<file path="src/rtl/gls_pkg.sv">
package gls_pkg;

  localparam int MAX_MACHINES_DEF = 16;

  localparam int DUR_W  = 16;
  localparam int LOAD_W = 32;
  localparam int MACH_W = 4;
  localparam int ACT_W  = 5;

  localparam logic [ACT_W-1:0]  ACT_RESET = ACT_W'(16);
  localparam logic [LOAD_W-1:0] LOAD_MAX  = '1;

  // Commands from the controller to the datapath
  typedef struct packed {
    logic start;   // job beat accepted: latch job, clear on first job
    logic scan;    // read one load and step the scan index
    logic commit;  // add job, write load back, load result register
  } gls_cmd_t;

  // Status from the datapath to the controller
  typedef struct packed {
    logic scan_last;   // scan index is on the last active machine
    logic can_commit;  // result register is free or being drained
  } gls_sts_t;

endpackage

</file>
<file path="src/rtl/gls_intf.sv">
interface gls_job_if;
  import gls_pkg::*;

  logic             valid;
  logic             ready;
  logic [DUR_W-1:0] job_duration;
  logic             first_job;

  modport source (output valid, output job_duration, output first_job, input ready);
  modport sink   (input valid, input job_duration, input first_job, output ready);
endinterface

interface gls_res_if;
  import gls_pkg::*;

  logic              valid;
  logic              ready;
  logic [MACH_W-1:0] chosen_machine;
  logic [LOAD_W-1:0] new_load;
  logic [LOAD_W-1:0] makespan;
  logic              load_saturated;

  modport source (output valid, output chosen_machine, output new_load, output makespan,
                  output load_saturated, input ready);
  modport sink   (input valid, input chosen_machine, input new_load, input makespan,
                  input load_saturated, output ready);
endinterface

interface gls_cfg_if;
  import gls_pkg::*;

  logic             valid;
  logic             ready;
  logic [ACT_W-1:0] active_machines;

  modport source (output valid, output active_machines, input ready);
  modport sink   (input valid, input active_machines, output ready);
endinterface

</file>
<file path="src/rtl/gls_ctrl.sv">
module gls_ctrl (
  input  logic               clk_i,
  input  logic               rst_ni,
  input  logic               job_valid_i,
  output logic               job_ready_o,
  input  gls_pkg::gls_sts_t  sts_i,
  output gls_pkg::gls_cmd_t  cmd_o
);
  import gls_pkg::*;

  typedef enum logic [1:0] {
    ST_IDLE,
    ST_SCAN,
    ST_DRAIN,
    ST_COMMIT
  } state_e;

  state_e state_q;
  logic   start;

  assign job_ready_o  = (state_q == ST_IDLE);
  assign start        = job_valid_i && job_ready_o;

  assign cmd_o.start  = start;
  assign cmd_o.scan   = (state_q == ST_SCAN);
  assign cmd_o.commit = (state_q == ST_COMMIT) && sts_i.can_commit;

  always_ff @(posedge clk_i or negedge rst_ni) begin
    if (!rst_ni) begin
      state_q <= ST_IDLE;
    end else begin
      case (state_q)
        ST_IDLE: begin
          if (start) state_q <= ST_SCAN;
        end
        ST_SCAN: begin
          if (sts_i.scan_last) state_q <= ST_DRAIN;
        end
        // last read word is compared here
        ST_DRAIN: begin
          state_q <= ST_COMMIT;
        end
        // hold until the result register is free
        ST_COMMIT: begin
          if (sts_i.can_commit) state_q <= ST_IDLE;
        end
        default: begin
          state_q <= ST_IDLE;
        end
      endcase
    end
  end

endmodule

</file>
<file path="src/rtl/gls_dp.sv">
module gls_dp #(
  parameter int MAX_MACHINES = gls_pkg::MAX_MACHINES_DEF
) (
  input  logic                       clk_i,
  input  logic                       rst_ni,
  input  gls_pkg::gls_cmd_t          cmd_i,
  output gls_pkg::gls_sts_t          sts_o,
  input  logic [gls_pkg::DUR_W-1:0]  job_duration_i,
  input  logic                       first_job_i,
  input  logic                       cfg_valid_i,
  input  logic [gls_pkg::ACT_W-1:0]  cfg_active_machines_i,
  input  logic                       res_ready_i,
  output logic                       res_valid_o,
  output logic [gls_pkg::MACH_W-1:0] chosen_machine_o,
  output logic [gls_pkg::LOAD_W-1:0] new_load_o,
  output logic [gls_pkg::LOAD_W-1:0] makespan_o,
  output logic                       load_saturated_o
);
  import gls_pkg::*;

  localparam int IDX_W = $clog2(MAX_MACHINES);
  localparam int CNT_W = $clog2(MAX_MACHINES + 1);

  logic [LOAD_W-1:0] mem [MAX_MACHINES];
  logic [MAX_MACHINES-1:0] vld_q;

  logic [ACT_W-1:0]  active_q;
  logic [DUR_W-1:0]  dur_q;
  logic [CNT_W-1:0]  n_q, n_d;
  logic [CNT_W-1:0]  rd_idx_q;
  logic              cmp_vld_q;
  logic [IDX_W-1:0]  cmp_idx_q;
  logic [LOAD_W-1:0] rd_data_q;
  logic              rd_vld_q;
  logic [LOAD_W-1:0] cur_load;
  logic [IDX_W-1:0]  best_idx_q;
  logic [LOAD_W-1:0] best_load_q;
  logic [LOAD_W-1:0] mksp_q;

  logic [LOAD_W:0]   sum_wide;
  logic              sat;
  logic [LOAD_W-1:0] sum;
  logic [LOAD_W-1:0] mksp_d;

  logic              res_valid_q;
  logic [MACH_W-1:0] res_mach_q;
  logic [LOAD_W-1:0] res_load_q;
  logic [LOAD_W-1:0] res_mksp_q;
  logic              res_sat_q;

  // Zero active means one; clamp to the built count
  always_comb begin
    if (active_q == '0) begin
      n_d = CNT_W'(1);
    end else if (32'(active_q) > MAX_MACHINES) begin
      n_d = CNT_W'(MAX_MACHINES);
    end else begin
      n_d = CNT_W'(active_q);
    end
  end

  assign cur_load = rd_vld_q ? rd_data_q : '0;

  assign sum_wide = {1'b0, best_load_q} + {{(LOAD_W + 1 - DUR_W){1'b0}}, dur_q};
  assign sat      = sum_wide[LOAD_W];
  assign sum      = sat ? LOAD_MAX : sum_wide[LOAD_W-1:0];
  assign mksp_d   = (sum > mksp_q) ? sum : mksp_q;

  assign sts_o.scan_last  = (rd_idx_q == n_q - CNT_W'(1));
  assign sts_o.can_commit = !res_valid_q || res_ready_i;

  // Load store: one read, one write a cycle
  always_ff @(posedge clk_i) begin
    if (cmd_i.scan) begin
      rd_data_q <= mem[rd_idx_q[IDX_W-1:0]];
    end
    if (cmd_i.commit) begin
      mem[best_idx_q] <= sum;
    end
  end

  always_ff @(posedge clk_i or negedge rst_ni) begin
    if (!rst_ni) begin
      vld_q       <= '0;
      active_q    <= ACT_RESET;
      rd_idx_q    <= '0;
      n_q         <= CNT_W'(1);
      cmp_vld_q   <= 1'b0;
      rd_vld_q    <= 1'b0;
      mksp_q      <= '0;
      res_valid_q <= 1'b0;
    end else begin
      if (cfg_valid_i) begin
        active_q <= cfg_active_machines_i;
      end
      cmp_vld_q <= cmd_i.scan;
      if (cmd_i.start) begin
        rd_idx_q <= '0;
        n_q      <= n_d;
        if (first_job_i) begin
          vld_q  <= '0;
          mksp_q <= '0;
        end
      end
      if (cmd_i.scan) begin
        rd_vld_q <= vld_q[rd_idx_q[IDX_W-1:0]];
        rd_idx_q <= rd_idx_q + CNT_W'(1);
      end
      if (cmd_i.commit) begin
        vld_q[best_idx_q] <= 1'b1;
        mksp_q            <= mksp_d;
        res_valid_q       <= 1'b1;
      end else if (res_ready_i) begin
        res_valid_q <= 1'b0;
      end
    end
  end

  // Payload registers
  always_ff @(posedge clk_i) begin
    if (cmd_i.start) begin
      dur_q <= job_duration_i;
    end
    if (cmd_i.scan) begin
      cmp_idx_q <= rd_idx_q[IDX_W-1:0];
    end
    // strict less-than keeps the lowest index on a tie
    if (cmp_vld_q && (cmp_idx_q == '0 || cur_load < best_load_q)) begin
      best_load_q <= cur_load;
      best_idx_q  <= cmp_idx_q;
    end
    if (cmd_i.commit) begin
      res_mach_q <= MACH_W'(best_idx_q);
      res_load_q <= sum;
      res_mksp_q <= mksp_d;
      res_sat_q  <= sat;
    end
  end

  assign res_valid_o      = res_valid_q;
  assign chosen_machine_o = res_mach_q;
  assign new_load_o       = res_load_q;
  assign makespan_o       = res_mksp_q;
  assign load_saturated_o = res_sat_q;

endmodule

</file>
<file path="src/rtl/greedy_list_scheduler_top.sv">
// Greedy list scheduler: places each job on the least-loaded active machine.
//
// Channels: job_i takes one job beat (duration and first-job flag); res_o
// gives one result beat per job (machine, its new load, running makespan,
// saturation flag); cfg_i writes active_machines and is always ready.
// Write cfg_i only while no job is in flight.
//
// Sequence: with n active machines (clamped to 1..MAX_MACHINES) a job beat is
// followed by n load reads through the single read port of the load store,
// a compare of the last load and an update. The result beat appears once the
// update is done and job_i is ready again in the same cycle; no new job is
// taken while one is scanned or waits for its update.
//
// Reset: all loads and the makespan read as zero, active_machines is 16.
// Stall: the result waits in an output register; the next job is taken and
// scanned meanwhile, and its update holds until the register is drained.
module greedy_list_scheduler_top #(
  parameter int MAX_MACHINES = gls_pkg::MAX_MACHINES_DEF
) (
  input logic       clk_i,
  input logic       rst_ni,
  gls_job_if.sink   job_i,
  gls_cfg_if.sink   cfg_i,
  gls_res_if.source res_o
);
  import gls_pkg::*;

  gls_cmd_t cmd;
  gls_sts_t sts;

  assign cfg_i.ready = 1'b1;

  gls_ctrl u_ctrl (
    .clk_i       (clk_i),
    .rst_ni      (rst_ni),
    .job_valid_i (job_i.valid),
    .job_ready_o (job_i.ready),
    .sts_i       (sts),
    .cmd_o       (cmd)
  );

  gls_dp #(
    .MAX_MACHINES (MAX_MACHINES)
  ) u_dp (
    .clk_i                 (clk_i),
    .rst_ni                (rst_ni),
    .cmd_i                 (cmd),
    .sts_o                 (sts),
    .job_duration_i        (job_i.job_duration),
    .first_job_i           (job_i.first_job),
    .cfg_valid_i           (cfg_i.valid),
    .cfg_active_machines_i (cfg_i.active_machines),
    .res_ready_i           (res_o.ready),
    .res_valid_o           (res_o.valid),
    .chosen_machine_o      (res_o.chosen_machine),
    .new_load_o            (res_o.new_load),
    .makespan_o            (res_o.makespan),
    .load_saturated_o      (res_o.load_saturated)
  );

endmodule

</file>
<file path="src/flat_wrapper.sv">
// flat-port wrapper written by rule: the top's interface ports become plain ports
module greedy_list_scheduler_top_flat import gls_pkg::*;
#(
  parameter int MAX_MACHINES = gls_pkg::MAX_MACHINES_DEF
)
  (clk_i, rst_ni, job_i_valid, job_i_job_duration, job_i_first_job, job_i_ready, cfg_i_valid, cfg_i_active_machines, cfg_i_ready, res_o_valid, res_o_chosen_machine, res_o_new_load, res_o_makespan, res_o_load_saturated, res_o_ready);
  gls_job_if job_i_i ();
  gls_cfg_if cfg_i_i ();
  gls_res_if res_o_i ();
  input logic clk_i;
  input logic rst_ni;
  input wire logic [$bits(job_i_i.valid)-1:0] job_i_valid;
  input wire logic [$bits(job_i_i.job_duration)-1:0] job_i_job_duration;
  input wire logic [$bits(job_i_i.first_job)-1:0] job_i_first_job;
  output wire logic [$bits(job_i_i.ready)-1:0] job_i_ready;
  input wire logic [$bits(cfg_i_i.valid)-1:0] cfg_i_valid;
  input wire logic [$bits(cfg_i_i.active_machines)-1:0] cfg_i_active_machines;
  output wire logic [$bits(cfg_i_i.ready)-1:0] cfg_i_ready;
  output wire logic [$bits(res_o_i.valid)-1:0] res_o_valid;
  output wire logic [$bits(res_o_i.chosen_machine)-1:0] res_o_chosen_machine;
  output wire logic [$bits(res_o_i.new_load)-1:0] res_o_new_load;
  output wire logic [$bits(res_o_i.makespan)-1:0] res_o_makespan;
  output wire logic [$bits(res_o_i.load_saturated)-1:0] res_o_load_saturated;
  input wire logic [$bits(res_o_i.ready)-1:0] res_o_ready;
  assign job_i_i.valid = job_i_valid;
  assign job_i_i.job_duration = job_i_job_duration;
  assign job_i_i.first_job = job_i_first_job;
  assign job_i_ready = job_i_i.ready;
  assign cfg_i_i.valid = cfg_i_valid;
  assign cfg_i_i.active_machines = cfg_i_active_machines;
  assign cfg_i_ready = cfg_i_i.ready;
  assign res_o_valid = res_o_i.valid;
  assign res_o_chosen_machine = res_o_i.chosen_machine;
  assign res_o_new_load = res_o_i.new_load;
  assign res_o_makespan = res_o_i.makespan;
  assign res_o_load_saturated = res_o_i.load_saturated;
  assign res_o_i.ready = res_o_ready;
  greedy_list_scheduler_top #(.MAX_MACHINES(MAX_MACHINES)) u_core (.clk_i(clk_i), .rst_ni(rst_ni), .job_i(job_i_i), .cfg_i(cfg_i_i), .res_o(res_o_i));
endmodule
</file>
<file path="config.mk">
export PLATFORM = sky130hd
export DESIGN_NAME = greedy_list_scheduler_top_flat
export DESIGN_NICKNAME = d
export VERILOG_FILES = /design/src/rtl/gls_pkg.sv /design/src/rtl/gls_intf.sv /design/src/rtl/gls_ctrl.sv /design/src/rtl/gls_dp.sv /design/src/rtl/greedy_list_scheduler_top.sv /design/src/flat_wrapper.sv
export SDC_FILE = /design/constraint.sdc
export NUM_CORES = 1
export LEC_CHECK = 0
export ABC_CLOCK_PERIOD_IN_PS = 6600
export BUFFER_PORTS_ARGS = -buffer_cell sky130_fd_sc_hd__buf_4
export CAP_MARGIN = 25
export CELL_PAD_IN_SITES_DETAIL_PLACEMENT = 0
export CELL_PAD_IN_SITES_GLOBAL_PLACEMENT = 2
export CORE_MARGIN = 1.5
export CORE_UTILIZATION = 48
export CTS_BUF_LIST = sky130_fd_sc_hd__clkbuf_4 sky130_fd_sc_hd__clkbuf_8
export CTS_CLUSTER_DIAMETER = 120
export DETAILED_ROUTE_END_ITERATION = 16
export GPL_TIMING_DRIVEN = 0
export PLACE_DENSITY_LB_ADDON = 0.1
export REMOVE_ABC_BUFFERS = 1
export SETUP_SLACK_MARGIN = 0.4
export SYNTH_ARGS = -nofsm -noshare
export SYNTH_HDL_FRONTEND = slang
export SYNTH_HIERARCHICAL = 1
export SYNTH_SLANG_ARGS = --single-unit
export TNS_END_PERCENT = 1
</file>
<file path="constraint.sdc">
create_clock -name clk_i -period 6.6 [get_ports clk_i]
set_input_delay 1.98 -clock clk_i [delete_from_list [all_inputs] [get_ports clk_i]]
set_output_delay 1.98 -clock clk_i [all_outputs]
set_load 0.01 [all_outputs]
</file>
==> impl_results.md, run 1 <==
* Outcome: complete, no violations
* GP Congestion at 0.796
* Setup Crit Path Kind: flip-flop to flip-flop
* Top fanout value on the critical path at 18
* Setup WS post-layout at 639 ps
* Via count at 18100
* Cell area after synthesis at 31100 µm²
* Final setup viols at 0
* Worst Path Arrival at 6550 ps
* Startpoint types: flip-flop
* Die H at 257 µm
* Total Power at about 17 mW
* Clock Skew at 28.0 ps
* VDD IR max at 0.265 mV
* Placement Cell Area at 33900 µm²
* CP Cell Sequence: ha_1 > a21o_1 > o21bai_1 > a211o_1 > o21ai_0 > nor3_1 > mux2i_1 > inv_1 > ha_1 > nand4_1 > nor4_2 > nand3_1 > nand2_1 > o22ai_4 > buf_16 > nand2_2 > mux2_2
* Synth cell types at 72
* Buf/Inv on CP at 2
* RSZ-0062 raised after global routing: true
* CTS buffer count at 117
* Endpoints failing hold at 0
* Flop-to-flop setup slack at 640 ps
* Critical Path End: u_core/u_dp/mksp_q[26]
* Post-synthesis instance total at a little under 2000
* Die X at 257 µm
* Slew @ Worst Pin at ~1000 ps
* EDFF count, synth at 669
* Largest net degree at the start of global routing at 60
* Final setup TNS at 0 ps
* Routed Wire Length at between 80 and 90 mm
* First-pass GRT wire length at approximately 120 mm
* Worst reg2reg startpoint: u_core/u_dp/dur_q[11]
* Maximum buffer depth of the clock tree at 3
* Congestion Overflow GR at 0
* Clock slew seen by the registers of the worst setup and hold paths at 60 ps
* Crit path depth at 17
* DRT Pass-1 Iters at 5
* Largest stage delay, worst path at 600 ps
* Post-Place Worst Slack at -764 ps
* Yosys warns at 6
* Final nets at 2252
* Gr usage total at 0.249
* Top Ports at just under 100
* Vias in the first global route at 18100
* Yosys top cell area share at 0.646
* Ranking of synthesized cells by area: edfxtp_1 65%, dfrtp_1 5.3%, mux4_2 4.8%, mux2i_1 3.7%, ha_1 3.4%
* Slew Viols, Final at 0
* Area Growth Syn to Fin at 16.7%
* Setup crit end kind: flip-flop
* Core area at between 60000 and 70000 µm²
* Pwr dens at ~480 nW/µm²
* Final period utilization at 0.903
* PortBufs at 97
* CP most frequent cell: ha_1
* Hold WC Path Type: flip-flop to flip-flop
* Initial DRC count at between 1500 and 2000
* Root Buffer: clkbuf_8
* Fill count at 5116
* Post-cts hold buffer count at 0
* Share of layout cells above drive strength 1 at 0.241
* WL per Instance at between 20 and 30 µm
* Worst EP required at 7190 ps
* Initial antenna violation count at 2
* Reg-to-Reg End: u_core/u_dp/mksp_q[26]
* Worst R2R Path Depth at 17
* Avg Cell Area, Syn at 16.0 µm²
* Leakage at 13.2 nW
* Initial Util at 0.484
* Hold slack at ~450 ps
* DRC Markers at 0
* Max Fclk at 168 MHz
* Critical-path top delay cell: nor4_2
* Number of max-cap violations at 0
* Area leader, netlist: edfxtp_1
* Avg Vias per Cell at 5.84
* Register bit total from synthesis at 737
* Minimum clock period at 5960 ps
* CP startpoint: u_core/u_dp/dur_q[11]
* Slew headroom at 0.301
* Cell family with most CP delay: simple AND/OR/NAND/NOR gates
* Worst-Skew Late Latency at between 700 and 800 ps
* Sequential share of the synthesized area at 0.701
* CTS tree: done
* Row cnt at 93
* Clock sinks at 737
* Final Cell Area at 36300 µm²
* Antenna-violating nets left at 0
* Post-synth ARST share at 0.0923
* Ys flop type: edfxtp_1
* H-tree depth at 3
* DIE AREA at 66300 µm²
* DP HPWL at 52.7 mm
[cells in the mapped netlist (21+ instances only)]
| library cell | number |
|---|---|
| a21o_1 | 35 |
| a21oi_1 | 80 |
| a221oi_1 | 32 |
| a22oi_1 | 32 |
| and2_1 | 35 |
| clkbuf_1 | 51 |
| dfrtp_1 | 66 |
| edfxtp_1 | 669 |
| ha_1 | 85 |
| inv_1 | 90 |
| mux2_2 | 65 |
| mux2i_1 | 115 |
| mux4_2 | 66 |
| nand2_1 | 104 |
| nand3_1 | 28 |
| nand4_1 | 21 |
| nor2_1 | 53 |
| nor3_1 | 21 |
| o21ai_0 | 99 |
[kinds of logic after synthesis]
| group | share of synthesized area |
|---|---|
| flops | 0.701 |
| compound gates | 0.0789 |
| simple gates | 0.0493 |
| mux | 0.109 |
| buf+inv | 0.0227 |
| fa+ha+maj | 0.0349 |
| xor+xnor | 0.00395 |
| other cells | 0.000121 |
[worst reg2reg max path: stages, from the launching register on]
cell and delay [ps]:
edfxtp_1 440, ha_1 520, a21o_1 310, o21bai_1 220, a211o_1 340, o21ai_0 470, nor3_1 140, mux2i_1 440
inv_1 410, ha_1 410, nand4_1 180, nor4_2 600, nand3_1 170, nand2_1 180, o22ai_4 100, buf_16 200
nand2_2 320, mux2_2 380
[placed cells by master, fill, tap and decap left out, drive strengths merged, types with 11 or more instances in the layout]
cell type	count
edfxtp	669
clkbuf	166
buf	163
mux2i	115
o21ai	105
nand2	104
inv	94
ha	85
a21oi	80
mux4	66
mux2	66
dfrtp	66
nor2	53
clkinv	45
and2	36
a21o	35
a221oi	32
a22oi	32
nand3	29
nand4	21
nor3	21
a22o	12
a211oi	11
[area by class of cell]
type | count | area (µm²) | area share
Antenna cell | 1 | 2.50 | 0.0000690
Sequential cell | 737 | 21800 | 0.601
Clock buffer | 166 | 2020 | 0.0556
Timing Repair Buffer | 163 | 1920 | 0.0528
Clock inverter | 53 | 339 | 0.00935
Multi-Input combinational cell | 1030 | 8780 | 0.242
Tap cell | 855 | 1070 | 0.0295
Inverter | 90 | 338 | 0.00931
[what timing repair did]
| item | in CTS | in global routing |
|---|---|---|
| pin swaps | 2 | 0 |
| setup endpoints to repair | 64 | 28 |
| resized for setup | 7 | 2 |
| setup buffers | 2 | 0 |
[registers in the layout, indices dropped and copies added, names as in the netlist, 16 cells and up]
signal,cells
u_core/u_dp/mem,512
u_core/u_dp/best_load_q,32
u_core/u_dp/makespan_o,32
u_core/u_dp/mksp_q,32
u_core/u_dp/new_load_o,32
u_core/u_dp/rd_data_q,32
u_core/u_dp/dur_q,16
u_core/u_dp/vld_q,16
[worst min path at each step]
| stage | from | endpoint | slack (ps) | cells past startpoint |
|---|---|---|---|---|
| 2_1_floorplan | u_core/u_dp/cmp_idx_q[1] | u_core/u_dp/best_idx_q[1] | 430 | 0 |
| 3_3_place_gp | u_core/u_dp/cmp_idx_q[0] | u_core/u_dp/best_idx_q[0] | 430 | 0 |
| 3_5_place_dp | u_core/u_dp/cmp_idx_q[2] | u_core/u_dp/best_idx_q[2] | 440 | 0 |
| 4_1_cts | u_core/u_dp/cmp_idx_q[2] | u_core/u_dp/best_idx_q[2] | 450 | 0 |
| 5_1_grt | u_core/u_dp/cmp_idx_q[0] | u_core/u_dp/best_idx_q[0] | 460 | 0 |
| 6_report | u_core/u_dp/cmp_idx_q[2] | u_core/u_dp/best_idx_q[2] | 450 | 0 |
[metrics by stage]
stage / utilization / instances
2_1_floorplan: - / 1857
5_1_grt: 0.565 / 3095
3_5_place_dp: 0.527 / 2873
6_report: 0.565 / 3095
4_1_cts: 0.565 / 3094
3_3_place_gp: 0.506 / 2809
[power breakdown]
group	switching [mW]	total [mW]	leakage, nW	internal (mW)
combinational	3.72	6.03	5.02	2.31
clock	1.79	3.88	1.26	2.09
sequential	0.504	7.39	6.95	6.89
total	6.01	17.3	13.2	11.3
[per-layer routing]
metal,up-vias,track usage,share of wire
met5,-,0,0
met4,0,0.0642,0.021
met3,116,0.0372,0.054
met2,516,0.389,0.47
met1,9391,0.369,0.46
li1,8037,-,-
(Power assumes the default switching activity.)
==> run 2, diff against run 1 <==
CORE_UTILIZATION = 45   (was 48)
==> run 2 against run 1 <==
Against the previous run:
- first-iteration DRC count is 14% lower
- highest routed layer unchanged
- clock power increased by 1%
- count of clock-buffer cells in the layout unchanged
- combinational power grew 1%
- global-route usage shrank 1.3 points
==> impl_results.md, run 2 (synthesis gave the netlist of run 1 again) <==
* Outcome: complete, no violations
* Initial antenna violation count at 3
* DIE AREA at 70600 µm²
* VDD IR max at roughly 0.24 mV
* Final setup viols at 0
* Total Power at 17.4 mW
* Minimum clock period at 5890 ps
* Part of the power in registers at 0.423
* Cell count after placement at just under 3000
* Startpoint types: flip-flop
* First-pass GRT wire length at ~120 mm
* Placement Cell Area at between 30000 and 40000 µm²
* Largest Register: u_core/u_dp/mem
* Congestion Overflow GR at 0
* Final period utilization at 0.892
* Final std cells w/o fill at 3122
* Max reg flops at 512
* Clock power share at 0.226
* Initial Util at 0.454
* Switching power at 6.09 mW
* WL per Instance at about 27 µm
* Clock sinks at 737
* Register area at 21800 µm²
* Row cnt at 96
* Slew headroom at 0.302
* Fill count at 5629
* CP startpoint: u_core/u_dp/dur_q[10]
* Post-cts hold buffer count at 0
* Top Ports at 99
* Worst Path Arrival at roughly 6500 ps
* Die X at 266 µm
* Gr usage total at 0.236
* Sw Ratio at 0.350
* Internal power at between 10 and 15 mW
* H-tree depth at 3
* Leakage at around 13 nW
* Hold Path Origin: u_core/u_dp/cmp_idx_q[3]
* DRC Markers at 0
* Multi-input gate area at roughly 8800 µm²
* Avg Vias per Cell at 5.67
* Share of layout cells above drive strength 1 at 0.240
* Area Growth Syn to Fin at 17.0%
* Final setup TNS at 0 ps
* Antenna-violating nets left at 0
* Clock Skew at 32.8 ps
* GP Congestion at 0.838
* Worst reg2reg startpoint: u_core/u_dp/dur_q[10]
* Initial DRC count at 1391
* Top fanout value on the critical path at 25
* Maximum buffer depth of the clock tree at 3
* Worst EP required at 7220 ps
* Vias in the first global route at 18200
* Number of max-cap violations at 0
* Die H at 266 µm
* Setup crit end kind: flip-flop
* Pwr dens at 478 nW/µm²
* Slew @ Worst Pin at 1050 ps
* PortBufs at 97
* CTS tree: done
* Final Cell Area at roughly 36000 µm²
* RSZ-0062 raised after global routing: true
* DRT Pass-1 Iters at 6
* Most used cells in the layout excluding fill and tap cells: 669 x edfxtp_1, 125 x clkbuf_8, 115 x mux2i_1
* Root Buffer: clkbuf_8
* Combinational power share at 0.350
* Slew Viols, Final at 0
* DP HPWL at 53.4 mm
* Clock slew seen by the registers of the worst setup and hold paths at 70 ps
* Commonest non-fill, non-tap cell in the layout: edfxtp_1
* Final nets at approximately 2300
* Endpoints failing hold at 0
* Via count at about 18000
* Largest net degree at the start of global routing at 66
* Post-Place Worst Slack at -605 ps
* Setup Crit Path Kind: flip-flop to flip-flop
* Worst-Skew Late Latency at 730 ps
* Routed Wire Length at approximately 83 mm
* Setup WS post-layout at ~710 ps
* Core area at 68500 µm²
* CTS buffer count at 120
* Max Fclk at about 170 MHz
* Hold WC Path Type: flip-flop to flip-flop
-- run 2: cell count changes in the layout (fill, tap and decap cells not counted), sizes merged --
cell	previous run	this run
buf	163	158
clkinv	45	48
clkinvlp	1	3
a211o	6	7
inv	94	93
-- run 2: metal layers --
metal,up-vias,global-route usage,routed length (µm)
met2,444,0.395,40800
met3,85,0.0330,3740
met4,0,0.0564,1100
met1,9152,0.329,37400
met5,-,0,0
li1,8035,-,-
-- run 2: final timing paths --
path | slack (ps) | endpoint | cells past startpoint
worst min-delay path | 450 | u_core/u_dp/best_idx_q[3] | 0
max in group asynchronous | 4710 | u_core/u_dp/active_q[4] | 2
worst max-delay path | 710 | u_core/u_dp/mksp_q[17] | 16
worst max register to register | 710 | u_core/u_dp/mksp_q[17] | 16
worst min register to register | 450 | u_core/u_dp/best_idx_q[3] | 0
min in group asynchronous | 1200 | u_core/u_dp/mksp_q[0] | 1
-- run 2: critical path: stages (launching register included) --
cell       delay (ps)
edfxtp_1          450
ha_1              500
nand2_1            80
o21ai_0           280
or3_1             270
o211ai_1          220
a2111oi_1         600
mux2i_1           430
inv_1             390
ha_1              420
a21o_1            160
nand3_1            70
a21oi_1            90
a2111oi_4         550
o22a_2            620
nor2_1            280
a211o_1           360
-- run 2: cell type report --
| class | count | share of cell area |
|---|---|---|
| sequential | 737 | 0.600 |
| multi-input combinational | 1031 | 0.242 |
| clock buffer | 166 | 0.0558 |
| timing repair buffer | 158 | 0.0519 |
| tap | 882 | 0.0304 |
| clock inverter | 57 | 0.0101 |
| inverter | 90 | 0.00929 |
| antenna | 1 | 0.0000688 |
-- run 2: timing repair --
item / 4_1_cts / 5_1_grt
gates resized for setup: 9 / 6
cloned: 0 / 1
endpoints found under the setup margin: 64 / 38
setup buffers: 2 / 1
pin swaps: 1 / 2
-- run 2: stage by stage --
| stage | hold slack, ps | util |
|---|---|---|
| final | 452 | 0.531 |
| after global routing | 472 | 0.531 |
| after CTS | 449 | 0.530 |
| after detailed placement | 435 | 0.494 |
| after global placement | 435 | 0.475 |
| after floorplan | 427 | - |
-- run 2: power groups by stage --
stage | logic, mW | registers [mW] | clock network [mW]
after floorplan | 3.72 | 7.62 | 0
after global placement | 5.73 | 7.89 | 0
after detailed placement | 6.05 | 7.45 | 0
after CTS | 6.12 | 7.37 | 4.04
after global routing | 6.64 | 7.45 | 4.24
final | 6.09 | 7.36 | 3.93
==> run 3, diff against run 2 <==
BUFFER_PORTS_ARGS = -buffer_cell sky130_fd_sc_hd__buf_2   (was -buffer_cell sky130_fd_sc_hd__buf_4)
==> run 3 against run 2 <==
Against the previous run:
- non-clock buffer count is 3 lower
- highest routed layer unchanged
- power is 1.9% higher
- count of clock-buffer cells in the layout is 6 lower
==> impl_results.md, run 3 (synthesis gave the netlist of run 1 again) <==
* Minimum clock period at 6000 ps
* Largest net degree at the start of global routing at 67
* DP HPWL at 51.2 mm
* Clock power share at 0.249
* Initial DRC count at 1251
* H-tree depth at 3
* Max reg flops at 512
* Leakage at 13.2 nW
* Area Growth Syn to Fin at 16.6%
* First-pass GRT wire length at 120 mm
* Avg Vias per Cell at ~5.7
* Final setup TNS at 0 ps
* PortBufs at 97
* Slew headroom at 0.265
* Slew @ Worst Pin at 1090 ps
* Setup Crit Path Kind: flip-flop to flip-flop
* Internal power at 11.6 mW
* Cell count after placement at 2891
* Switching power at 6.10 mW
* CTS tree: done
* Part of the power in registers at 0.414
* Hold path depth at 0
* GR peak layer: met2
* Slew Viols, Final at 0
* Met3 usage at 0.0409
* Combinational power share at 0.338
* Clock sinks at 737
* Post-route core utilization at 0.529
* Setup crit end kind: flip-flop
* Met1 GRT Util at 0.321
* Startpoint types: flip-flop
* Gr usage total at 0.235
* Outcome: complete, no violations
* Initial antenna violation count at 3
* Final period utilization at 0.910
* Die H at 266 µm
* Total Power at ~18 mW
* Endpoints failing hold at 0
* Antenna-violating nets left at 0
* Final setup viols at 0
* Top Ports at 99
* Clock Skew at about 33 ps
* DRT Pass-1 Iters at 5
* Initial Util at 0.454
* Clock slew seen by the registers of the worst setup and hold paths at ~70 ps
* Die X at 266 µm
* Root Buffer: clkbuf_8
* Final nets at 2249
* WL per Instance at between 20 and 30 µm
* Sw Ratio at 0.344
* Worst Path Arrival at roughly 6600 ps
* DIE AREA at 70600 µm²
* Congestion Overflow GR at 0
* Hold WC Path Type: flip-flop to flip-flop
* Share of layout cells above drive strength 1 at 0.245
* Hold slack at 454 ps
* Max Fclk at roughly 170 MHz
* Most used cells in the layout excluding fill and tap cells: 669 x edfxtp_1, 128 x clkbuf_8, 115 x mux2i_1
* Routed Wire Length at 81.9 mm
* Worst EP required at 7220 ps
* DRC Markers at 0
* Worst R2R Path Depth at 14
* Routing usage on met2 at 0.390
* Final std cells w/o fill at 3125
* VDD IR max at 0.337 mV
* Maximum buffer depth of the clock tree at 3
* RSZ-0062 raised after global routing: true
* Vias in the first global route at 18100
* Pwr dens at 489 nW/µm²
* Largest Register: u_core/u_dp/mem
* Worst-Skew Late Latency at 740 ps
* Commonest non-fill, non-tap cell in the layout: edfxtp_1
* Via count at 17700
* Number of max-cap violations at 0
* CTS buffer count at 121
* Row cnt at 96
* Core area at 68500 µm²
* Top fanout value on the critical path at 25
* GP Congestion at 0.816
-- run 3: cell type report --
| class | instances | area (µm²) |
|---|---|---|
| Antenna cell | 2 | 5.00 |
| Clock buffer | 160 | 2000 |
| Clock inverter | 68 | 712 |
| Fill cell | 5594 | 32200 |
| Inverter | 90 | 338 |
| Multi-Input combinational cell | 1031 | 8810 |
| Sequential cell | 737 | 21800 |
| Tap cell | 882 | 1100 |
| Timing Repair Buffer | 155 | 1470 |
-- run 3: power by group through the flow --
stage | Sequential [mW] | Combinational, mW | Clock (mW)
finish | 7.33 | 5.98 | 4.40
global route | 7.42 | 6.53 | 4.71
CTS | 7.34 | 6.04 | 4.51
detailed placement | 7.42 | 5.96 | 0
global placement | 7.87 | 5.64 | 0
floorplan | 7.62 | 3.72 | 0
-- run 3: final timing paths --
| kind | start | endpoint | slack [ps] |
|---|---|---|---|
| setup / recovery | u_core/u_dp/dur_q[11] | u_core/u_dp/mksp_q[17] | 600 |
| hold / removal | u_core/u_dp/cmp_idx_q[3] | u_core/u_dp/best_idx_q[3] | 450 |
| setup reg to reg | u_core/u_dp/dur_q[11] | u_core/u_dp/mksp_q[17] | 600 |
| hold reg to reg | u_core/u_dp/cmp_idx_q[3] | u_core/u_dp/best_idx_q[3] | 450 |
| max in group asynchronous | rst_ni | u_core/u_dp/rd_vld_q | 4790 |
| min in group asynchronous | rst_ni | u_core/u_dp/mksp_q[7] | 1130 |
-- run 3: repair_timing --
item                                    4_1_cts  5_1_grt
resized for setup                             9        1
hold buffers                                  0        0
setup buffers                                 3        0
pin swaps                                     3        0
endpoints found under the setup margin       64       17
gates cloned                                  1        0
-- run 3: metrics by stage --
stage / area, µm² / setup WS [ps]
final: 36200 / 596
after global routing: 36200 / 242
after CTS: 36200 / 551
after detailed placement: 33400 / -599
after global placement: 32300 / -8680
after floorplan: 30700 / -1750
-- run 3: metal layers --
| layer | vias to the layer above | part of all wire |
|---|---|---|
| li1 | 8033 | - |
| met1 | 9102 | 0.44 |
| met2 | 422 | 0.49 |
| met3 | 114 | 0.046 |
| met4 | 0 | 0.020 |
| met5 | - | 0 |
-- run 3: worst max-delay path, cell delays in order, from the launching register on --
cell,delay [ps]
edfxtp_1,460
ha_1,530
a21o_1,320
o21bai_1,240
a211oi_4,480
a211o_4,370
nand3_1,740
ha_1,630
a21o_1,160
a21o_1,160
a21o_1,180
a211oi_1,400
o22a_2,580
nor2_1,280
a211o_1,350
